### src/rtl/rew_pkg.sv
`timescale 1ns / 1ps
// ----------------------------------------------------------------------------
// rew_pkg: shared types and constants for the remote encoder waveform block
// Holds the payload structs of both channels, the configuration set and the
// register index codes of the configuration port.
// ----------------------------------------------------------------------------
package rew_pkg;

	localparam int ADDR_W     = 8;
	localparam int CMD_W      = 4;
	localparam int CMD_SLOTS  = 3;
	localparam int SPT_W      = 10;
	localparam int LEVEL_W    = 8;
	localparam int GAP_W      = 24;
	localparam int CFG_IDX_W  = 3;
	localparam int CFG_DATA_W = 24;

	// Register indexes of the configuration port.
	localparam logic [CFG_IDX_W-1:0] CFG_SAMPLES_PER_TICK = 3'd0;
	localparam logic [CFG_IDX_W-1:0] CFG_HIGH_LEVEL       = 3'd1;
	localparam logic [CFG_IDX_W-1:0] CFG_INVERT           = 3'd2;
	localparam logic [CFG_IDX_W-1:0] CFG_GAP_SAMPLES      = 3'd3;
	localparam logic [CFG_IDX_W-1:0] CFG_REPEAT_FOREVER   = 3'd4;

	// Request kinds.
	localparam logic REQ_START  = 1'b0;
	localparam logic REQ_SAMPLE = 1'b1;

	typedef struct packed {
		logic              req_type;
		logic [ADDR_W-1:0] address;
		logic [1:0]        cmd_count;
		logic [CMD_W-1:0]  cmd_first;
		logic [CMD_W-1:0]  cmd_second;
		logic [CMD_W-1:0]  cmd_third;
	} item_t;

	typedef struct packed {
		logic [LEVEL_W-1:0] sample;
		logic               active;
		logic               last;
	} result_t;

	typedef struct packed {
		logic [SPT_W-1:0]   samples_per_tick;
		logic [LEVEL_W-1:0] high_level;
		logic               invert;
		logic [GAP_W-1:0]   gap_samples;
		logic               repeat_forever;
	} cfg_t;

endpackage

### src/rtl/rew_level.sv
`timescale 1ns / 1ps
// ----------------------------------------------------------------------------
// rew_level: frame level decoder
// Maps the tick position inside a frame to the output level: preamble low,
// sync high, then three ticks per data bit (low, inverted bit, high).
// ----------------------------------------------------------------------------
module rew_level import rew_pkg::*; #(
	parameter int PREAMBLE_TICKS = 36,
	parameter int ADDRESS_BITS   = 8,
	parameter int TW             = 7
) (
	input  logic [TW-1:0]      tick,
	input  logic [ADDR_W-1:0]  address,
	input  logic [CMD_W-1:0]   cmd,
	input  logic               invert,
	input  logic [LEVEL_W-1:0] high_level,
	output logic [LEVEL_W-1:0] level
);

	localparam logic [TW-1:0] SYNC_TICK = TW'(PREAMBLE_TICKS);
	localparam logic [TW-1:0] BIT_BASE  = TW'(PREAMBLE_TICKS + 1);
	localparam logic [TW-1:0] ADDR_END  = TW'(ADDRESS_BITS);

	logic [TW-1:0]   off;
	logic [TW+7:0]   prod;
	logic [TW-1:0]   bit_idx;
	logic [TW+1:0]   bit_x3;
	logic [1:0]      phase;
	logic [TW-1:0]   data_idx;
	logic            bitv;
	logic            hi;

	always_comb begin
		off      = tick - BIT_BASE;
		// Divide by three through a reciprocal; exact for offsets below 512.
		prod     = {8'd0, off} * (TW+8)'(171);
		bit_idx  = TW'(prod >> 9);
		bit_x3   = {1'b0, bit_idx, 1'b0} + {2'b00, bit_idx};
		phase    = 2'(off - TW'(bit_x3));
		data_idx = bit_idx - ADDR_END;

		bitv = 1'b0;
		if (bit_idx < ADDR_END) begin
			if (bit_idx < TW'(ADDR_W))
				bitv = address[bit_idx[2:0]];
		end else begin
			if (data_idx < TW'(CMD_W))
				bitv = cmd[data_idx[1:0]];
		end

		if (tick < SYNC_TICK) begin
			hi = 1'b0;
		end else if (tick == SYNC_TICK) begin
			hi = 1'b1;
		end else begin
			case (phase)
				2'd0:    hi = 1'b0;
				2'd1:    hi = ~bitv;
				default: hi = 1'b1;
			endcase
		end

		level = (hi ^ invert) ? high_level : '0;
	end

endmodule

### src/rtl/rew_seq.sv
`timescale 1ns / 1ps
// ----------------------------------------------------------------------------
// rew_seq: transmission sequencer
// Holds the latched transmission and the sample, tick, frame, command and
// gap counters, and forms the result of the item in the input stage.
// ----------------------------------------------------------------------------
module rew_seq import rew_pkg::*; #(
	parameter int FRAME_REPEATS  = 4,
	parameter int PREAMBLE_TICKS = 36,
	parameter int ADDRESS_BITS   = 8,
	parameter int DATA_BITS      = 4
) (
	input  logic    clk,
	input  logic    arst_n,
	input  logic    adv,
	input  item_t   item,
	input  cfg_t    cfg,
	output result_t res
);

	localparam int FRAME_TICKS = PREAMBLE_TICKS + 1 + 3 * (ADDRESS_BITS + DATA_BITS);
	localparam int TW = $clog2(FRAME_TICKS + 1);
	localparam int RW = $clog2(FRAME_REPEATS + 1);

	logic [SPT_W-1:0]          sit_q, sit_d;
	logic [TW-1:0]             tick_q, tick_d;
	logic [RW-1:0]             rep_q, rep_d;
	logic [1:0]                cidx_q, cidx_d;
	logic [GAP_W-1:0]          gap_q, gap_d;
	logic                      in_gap_q, in_gap_d;
	logic                      running_q, running_d;
	logic [ADDR_W-1:0]         addr_q, addr_d;
	logic [CMD_SLOTS*CMD_W-1:0] cmds_q, cmds_d;
	logic [1:0]                count_q, count_d;

	logic [SPT_W-1:0] spt;
	logic [SPT_W:0]   sit_inc;
	logic [TW-1:0]    tick_inc;
	logic [RW-1:0]    rep_inc;
	logic [2:0]       cidx_inc;
	logic [GAP_W-1:0] gap_inc;
	logic [CMD_W-1:0] cmd_sel;
	logic [LEVEL_W-1:0] level;

	always_comb begin
		case (cidx_q)
			2'd0:    cmd_sel = cmds_q[CMD_W-1:0];
			2'd1:    cmd_sel = cmds_q[2*CMD_W-1:CMD_W];
			2'd2:    cmd_sel = cmds_q[3*CMD_W-1:2*CMD_W];
			default: cmd_sel = '0;
		endcase
	end

	rew_level #(
		.PREAMBLE_TICKS (PREAMBLE_TICKS),
		.ADDRESS_BITS   (ADDRESS_BITS),
		.TW             (TW)
	) u_level (
		.tick       (tick_q),
		.address    (addr_q),
		.cmd        (cmd_sel),
		.invert     (cfg.invert),
		.high_level (cfg.high_level),
		.level      (level)
	);

	always_comb begin
		sit_d     = sit_q;
		tick_d    = tick_q;
		rep_d     = rep_q;
		cidx_d    = cidx_q;
		gap_d     = gap_q;
		in_gap_d  = in_gap_q;
		running_d = running_q;
		addr_d    = addr_q;
		cmds_d    = cmds_q;
		count_d   = count_q;
		res       = '0;

		spt      = (cfg.samples_per_tick == '0) ? SPT_W'(1) : cfg.samples_per_tick;
		sit_inc  = {1'b0, sit_q} + (SPT_W+1)'(1);
		tick_inc = tick_q + TW'(1);
		rep_inc  = rep_q + RW'(1);
		cidx_inc = {1'b0, cidx_q} + 3'd1;
		gap_inc  = gap_q + GAP_W'(1);

		if (item.req_type == REQ_START) begin
			addr_d    = item.address;
			count_d   = (item.cmd_count == 2'd0) ? 2'd1 : item.cmd_count;
			cmds_d    = {item.cmd_third, item.cmd_second, item.cmd_first};
			sit_d     = '0;
			tick_d    = '0;
			rep_d     = '0;
			cidx_d    = '0;
			gap_d     = '0;
			in_gap_d  = 1'b0;
			running_d = 1'b1;
		end else if (running_q) begin
			res.active = 1'b1;
			if (in_gap_q) begin
				gap_d = gap_inc;
				if (gap_inc >= cfg.gap_samples) begin
					in_gap_d = 1'b0;
					gap_d    = '0;
				end
			end else begin
				res.sample = level;
				sit_d      = SPT_W'(sit_inc);
				if (sit_inc >= {1'b0, spt}) begin
					sit_d  = '0;
					tick_d = tick_inc;
					if (tick_inc >= TW'(FRAME_TICKS)) begin
						tick_d = '0;
						rep_d  = rep_inc;
						if (rep_inc >= RW'(FRAME_REPEATS)) begin
							rep_d = '0;
							if (cidx_inc < {1'b0, count_q}) begin
								cidx_d   = 2'(cidx_inc);
								gap_d    = '0;
								in_gap_d = (cfg.gap_samples != '0);
							end else begin
								res.last = 1'b1;
								cidx_d   = '0;
								if (!cfg.repeat_forever)
									running_d = 1'b0;
							end
						end
					end
				end
			end
		end
	end

	always_ff @(posedge clk or negedge arst_n) begin
		if (!arst_n) begin
			sit_q     <= '0;
			tick_q    <= '0;
			rep_q     <= '0;
			cidx_q    <= '0;
			gap_q     <= '0;
			in_gap_q  <= 1'b0;
			running_q <= 1'b0;
			addr_q    <= '0;
			cmds_q    <= '0;
			count_q   <= 2'd1;
		end else if (adv) begin
			sit_q     <= sit_d;
			tick_q    <= tick_d;
			rep_q     <= rep_d;
			cidx_q    <= cidx_d;
			gap_q     <= gap_d;
			in_gap_q  <= in_gap_d;
			running_q <= running_d;
			addr_q    <= addr_d;
			cmds_q    <= cmds_d;
			count_q   <= count_d;
		end
	end

endmodule

### src/rtl/remote_encoder_waveform.sv
`timescale 1ns / 1ps
// ----------------------------------------------------------------------------
// remote_encoder_waveform: remote control encoder sample generator
// Produces the sampled waveform of an encoded remote control transmission.
// ----------------------------------------------------------------------------
// Usage:
//   item channel (item_valid, item_stall, item): a start beat latches the
//   address and up to three commands and restarts the transmission; a sample
//   beat asks for the next sample. Every item beat yields one result beat.
//   result channel (result_valid, result_stall, result): sample level, an
//   active flag and a last flag on the final sample of a pass.
//   cfg channel (cfg_valid, cfg_ready, cfg_index, cfg_data): register writes,
//   always ready; write only while no beat is in flight.
// An accepted item beat passes through the input register, then the sequencer
// step into the result register. Throughput is one beat per cycle while the
// result side does not stall, limited by the single state update of the
// sequencer per beat.
// A stall on the result side holds the result register; the input register
// then holds too and item_stall rises in the same cycle. Reset empties both
// registers, stops any transmission and loads the register defaults.
// ----------------------------------------------------------------------------
module remote_encoder_waveform import rew_pkg::*; #(
	parameter int FRAME_REPEATS  = 4,
	parameter int PREAMBLE_TICKS = 36,
	parameter int ADDRESS_BITS   = 8,
	parameter int DATA_BITS      = 4
) (
	input  logic                  clk,
	input  logic                  arst_n,
	input  logic                  item_valid,
	output logic                  item_stall,
	input  item_t                 item,
	output logic                  result_valid,
	input  logic                  result_stall,
	output result_t               result,
	input  logic                  cfg_valid,
	output logic                  cfg_ready,
	input  logic [CFG_IDX_W-1:0]  cfg_index,
	input  logic [CFG_DATA_W-1:0] cfg_data
);

	cfg_t    cfg_q;
	item_t   item_s1;
	logic    valid_s1;
	logic    adv;
	logic    accept;
	result_t res;
	result_t result_q;
	logic    result_valid_q;

	assign cfg_ready = 1'b1;

	always_ff @(posedge clk or negedge arst_n) begin
		if (!arst_n) begin
			cfg_q.samples_per_tick <= SPT_W'(16);
			cfg_q.high_level       <= LEVEL_W'(255);
			cfg_q.invert           <= 1'b0;
			cfg_q.gap_samples      <= GAP_W'(768000);
			cfg_q.repeat_forever   <= 1'b0;
		end else if (cfg_valid && cfg_ready) begin
			case (cfg_index)
				CFG_SAMPLES_PER_TICK: cfg_q.samples_per_tick <= cfg_data[SPT_W-1:0];
				CFG_HIGH_LEVEL:       cfg_q.high_level       <= cfg_data[LEVEL_W-1:0];
				CFG_INVERT:           cfg_q.invert           <= cfg_data[0];
				CFG_GAP_SAMPLES:      cfg_q.gap_samples      <= cfg_data[GAP_W-1:0];
				CFG_REPEAT_FOREVER:   cfg_q.repeat_forever   <= cfg_data[0];
				default: ;
			endcase
		end
	end

	// The input stage moves on whenever the result register is free or drains.
	assign adv        = valid_s1 && (!result_valid_q || !result_stall);
	assign item_stall = valid_s1 && !adv;
	assign accept     = item_valid && !item_stall;

	always_ff @(posedge clk or negedge arst_n) begin
		if (!arst_n) begin
			valid_s1 <= 1'b0;
		end else if (accept) begin
			valid_s1 <= 1'b1;
		end else if (adv) begin
			valid_s1 <= 1'b0;
		end
	end

	always_ff @(posedge clk) begin
		if (accept)
			item_s1 <= item;
	end

	rew_seq #(
		.FRAME_REPEATS  (FRAME_REPEATS),
		.PREAMBLE_TICKS (PREAMBLE_TICKS),
		.ADDRESS_BITS   (ADDRESS_BITS),
		.DATA_BITS      (DATA_BITS)
	) u_seq (
		.clk    (clk),
		.arst_n (arst_n),
		.adv    (adv),
		.item   (item_s1),
		.cfg    (cfg_q),
		.res    (res)
	);

	always_ff @(posedge clk or negedge arst_n) begin
		if (!arst_n) begin
			result_valid_q <= 1'b0;
		end else if (adv) begin
			result_valid_q <= 1'b1;
		end else if (!result_stall) begin
			result_valid_q <= 1'b0;
		end
	end

	always_ff @(posedge clk) begin
		if (adv)
			result_q <= res;
	end

	assign result_valid = result_valid_q;
	assign result       = result_q;

	a_last_is_active: assert property (@(posedge clk) disable iff (!arst_n)
		result_valid |-> (!result.last || result.active))
		else $error("last flag set on an inactive sample");

	a_idle_is_zero: assert property (@(posedge clk) disable iff (!arst_n)
		(result_valid && !result.active) |-> (result.sample == '0))
		else $error("nonzero sample while inactive");

	a_stall_needs_item: assert property (@(posedge clk) disable iff (!arst_n)
		item_stall |-> (valid_s1 && result_valid_q && result_stall))
		else $error("item stalled without a blocked result");

	a_adv_fills_result: assert property (@(posedge clk) disable iff (!arst_n)
		adv |=> result_valid_q)
		else $error("advanced beat did not reach the result register");

endmodule
### config.mk
export PLATFORM = sky130hd
export DESIGN_NAME = remote_encoder_waveform
export DESIGN_NICKNAME = d
export VERILOG_FILES = /design/src/rtl/rew_pkg.sv /design/src/rtl/rew_level.sv /design/src/rtl/rew_seq.sv /design/src/rtl/remote_encoder_waveform.sv
export SDC_FILE = /design/constraint.sdc
export NUM_CORES = 1
export LEC_CHECK = 0
export ABC_AREA = 1
export BUFFER_PORTS_ARGS = -buffer_cell sky130_fd_sc_hd__buf_2
export CORE_MARGIN = 3
export CORE_UTILIZATION = 50
export CTS_BUF_LIST = sky130_fd_sc_hd__clkbuf_8 sky130_fd_sc_hd__clkbuf_16
export CTS_CLUSTER_SIZE = 14
export DETAILED_ROUTE_END_ITERATION = 12
export PLACE_DENSITY = 0.68
export SYNTH_ARGS = -nofsm -noshare
export SYNTH_HDL_FRONTEND = slang
export SYNTH_SLANG_ARGS = --single-unit
### constraint.sdc
create_clock -name clk -period 9 [get_ports clk]
set_input_delay 2.25 -clock clk [delete_from_list [all_inputs] [get_ports clk]]
set_output_delay 2.25 -clock clk [all_outputs]
set_load 0.02 [all_outputs]
==> flow_metrics.tcl <==
set metrics [dict create \
    detailedRoute.firstIterationViolations 399 \
    setup_viol 0 \
    dieArea_sq_um 20400 \
    status "finished, final reports clean" \
    slew_headroom_pct 39.9 \
    finalNetCount 1354 \
    fin_crit_ns 6.19 \
    wire_per_inst_um 13.6 \
    firstDrtPassIters 5 \
    post_cts_resized 0 \
    synth.net_count 1292 \
    skew_ns 0.0105 \
    grt_max_degree 69 \
    cts_buffers 17 \
    placeableCoreArea_sq_um 18100 \
    pre_cts_ws_ns 2.85 \
    dpl.hpwl_mm 14.6 \
    synth-warning-count 0 \
    clock_path_buffers 2 \
    drc 0 \
    cts.reportedPaths.clkPinSlew_ns 0.06 \
    slowest_stage "fa_1" \
    postCtsHoldBufs 0 \
    rsz0062_at_grt "no" \
    arrival_ns 6.36 \
    syn-cell-area_sq_um 9340 \
    critPathKind "reg2reg" \
    area_delta_synth_final_pct 12.0 \
    cts_max_level 4 \
    io-pin-count 68 \
    path_common_cell "nand2_1" \
    grt.total_usage_pct 20.2 \
    ys_ff_latch 149 \
    root_buffer "clkbuf_16" \
    slew_viol_final 0 \
    cap_violations 0 \
    antenna_found_initial 0 \
    rows 49 \
    clk_latency_ns 0.42 \
    end_kind "flop" \
    crit_fanout 8 \
    drive_gt1_share_pct 13.0 \
    hold_class "reg2reg" \
    timing.hold.ws_ns 0.455 \
    cts_setup_buffers 0 \
    r2r_slack_ns 2.81 \
    clock-sinks 149 \
    start_kind "flop" \
    worst_pin_slew_ns 0.902 \
    ys_types 47 \
    synth_area_per_cell_sq_um 8.16 \
    layout_setup_ws_ns 2.81 \
    start_util_pct 51.5 \
    portBuffers 66 \
    yosysSeqAreaShare_pct 41.9 \
    fin_tns_setup_ns 0 \
    hold_viol_final 0 \
    grt_pass1_vias 7093 \
    synth_top_cell_by_area "dfrtp_1" \
    gp_congestion 0.848 \
    num_vias 7417 \
    antenna_cells 0 \
    grt_overflow_total 0 \
    die_h_um 143 \
    ant_nets 0 \
    viasPerCell 5.12 \
    synth_top_area_share_pct 26.5 \
    totalWireLength_mm 19.7 \
    min_period_over_period_pct 68.7 \
    fmax_ghz 0.162 \
    tritoncts "built" \
    synth_cells 1145 \
    worst_ep_required_time_ns 9.17 \
    cpPeakStageDelay_ns 0.56 \
    yosys-top-cells-area "dfrtp_1 (27%), ha_1 (11%), nand2_1 (11%)" \
    grt_pass1_wl_mm 33.7 \
    chipWidth_um 143 \
]
## stage by stage
| step | area [sq um] | instances | util (%) |
|---|---|---|---|
| 2_1_floorplan | 9340 | 1145 | - |
| 3_3_place_gp | 9860 | 1417 | 54.3 |
| 3_5_place_dp | 9860 | 1417 | 54.3 |
| 4_1_cts | 10500 | 1449 | 57.7 |
| 5_1_grt | 10500 | 1449 | 57.7 |
| 6_report | 10500 | 1449 | 57.7 |
## final cells by class
class | count | area [sq um]
Fill cell | 1687 | 7680
Inverter | 196 | 736
Clock inverter | 15 | 179
Multi-Input combinational cell | 772 | 4550
Timing Repair Buffer | 71 | 370
Tap cell | 229 | 287
Sequential cell | 149 | 3920
Clock buffer | 17 | 425
## state kept, by name, summed over array words and instances, names as in the netlist
| signal | count |
|---|---|
| item_s1 | 23 |
| u_seq.count_q | 2 |
| u_seq.rep_q | 3 |
| cfg_q | 44 |
| u_seq.cmds_q | 12 |
| valid_s1 | 1 |
| u_seq.tick_q | 7 |
| u_seq.in_gap_q | 1 |
| u_seq.running_q | 1 |
| result_valid | 1 |
| u_seq.cidx_q | 2 |
| u_seq.sit_q | 10 |
| result | 10 |
| u_seq.addr_q | 8 |
| u_seq.gap_q | 24 |
## worst max-delay path, delay by kind of cell, from the launching register on
kind            cells  cell delay [ns]
fa+ha+maj           7             2.55
simple gates       12             1.50
xor+xnor            3             0.67
flops               1             0.52
buf+inv             6             0.46
compound gates      2             0.25
## cell usage after synthesis, drive strengths merged
| cell type | number |
|---|---|
| o211ai | 2 |
| or2 | 4 |
| xnor2 | 2 |
| dfrtp | 99 |
| o21ai | 78 |
| nor3 | 36 |
| conb | 1 |
| a21oi | 42 |
| nor4 | 9 |
| inv | 194 |
| nand4 | 17 |
| clkinv | 2 |
| a211oi | 1 |
| a31o | 1 |
| ha | 82 |
| a22o | 1 |
| nand3 | 86 |
| clkbuf | 18 |
| or3 | 1 |
| o31ai | 1 |
| buf | 10 |
| a31oi | 1 |
| dfstp | 17 |
| edfxtp | 33 |
| fa | 10 |
| o22ai | 1 |
| nor2 | 80 |
| nand2 | 273 |
| nand3b | 8 |
| xor2 | 34 |
| o41ai | 1 |
## routing by layer
layer | up-vias | global-route usage (%) | routed length, um
li1 | 3808 | - | -
met1 | 3462 | 28.4 | 9530
met2 | 133 | 32.8 | 9350
met3 | 14 | 3.75 | 630
met4 | 0 | 4.85 | 188
met5 | - | 0 | 0
## cell usage in the layout, fill, tap and decap left out, types with 30 or more instances in the layout
cell      instances
a21oi_1          40
o21ai_0          75
buf_2            65
nor2_1           73
dfrtp_1          99
ha_1             82
nand3_1          78
inv_1           189
xor2_1           34
nor3_1           30
edfxtp_1         33
nand2_1         267
## kinds of logic after synthesis
group / after synthesis / synth area share [%]
and+or+nand+nor: 514 / 24.8
buffers and inverters: 224 / 9.41
DFF: 149 / 41.9
AOI/OAI and AO/OA: 129 / 7.33
adders and majority gates: 92 / 13.1
xor gates and xnor gates: 36 / 3.37
other: 1 / 0.0401
## worst paths after layout
check	cells after the start	start	end
worst max-delay path	30	u_seq.tick_q[0]	result[9]
worst min-delay path	2	item_s1[1]	u_seq.cmds_q[9]
worst max register to register	30	u_seq.tick_q[0]	result[9]
worst min register to register	2	item_s1[1]	u_seq.cmds_q[9]
max in group asynchronous	2	arst_n	cfg_q[11]
min in group asynchronous	1	arst_n	u_seq.cmds_q[2]
Power is not shown: default switching activity piles up to over one toggle a cycle in this logic, so the estimate is an artifact.
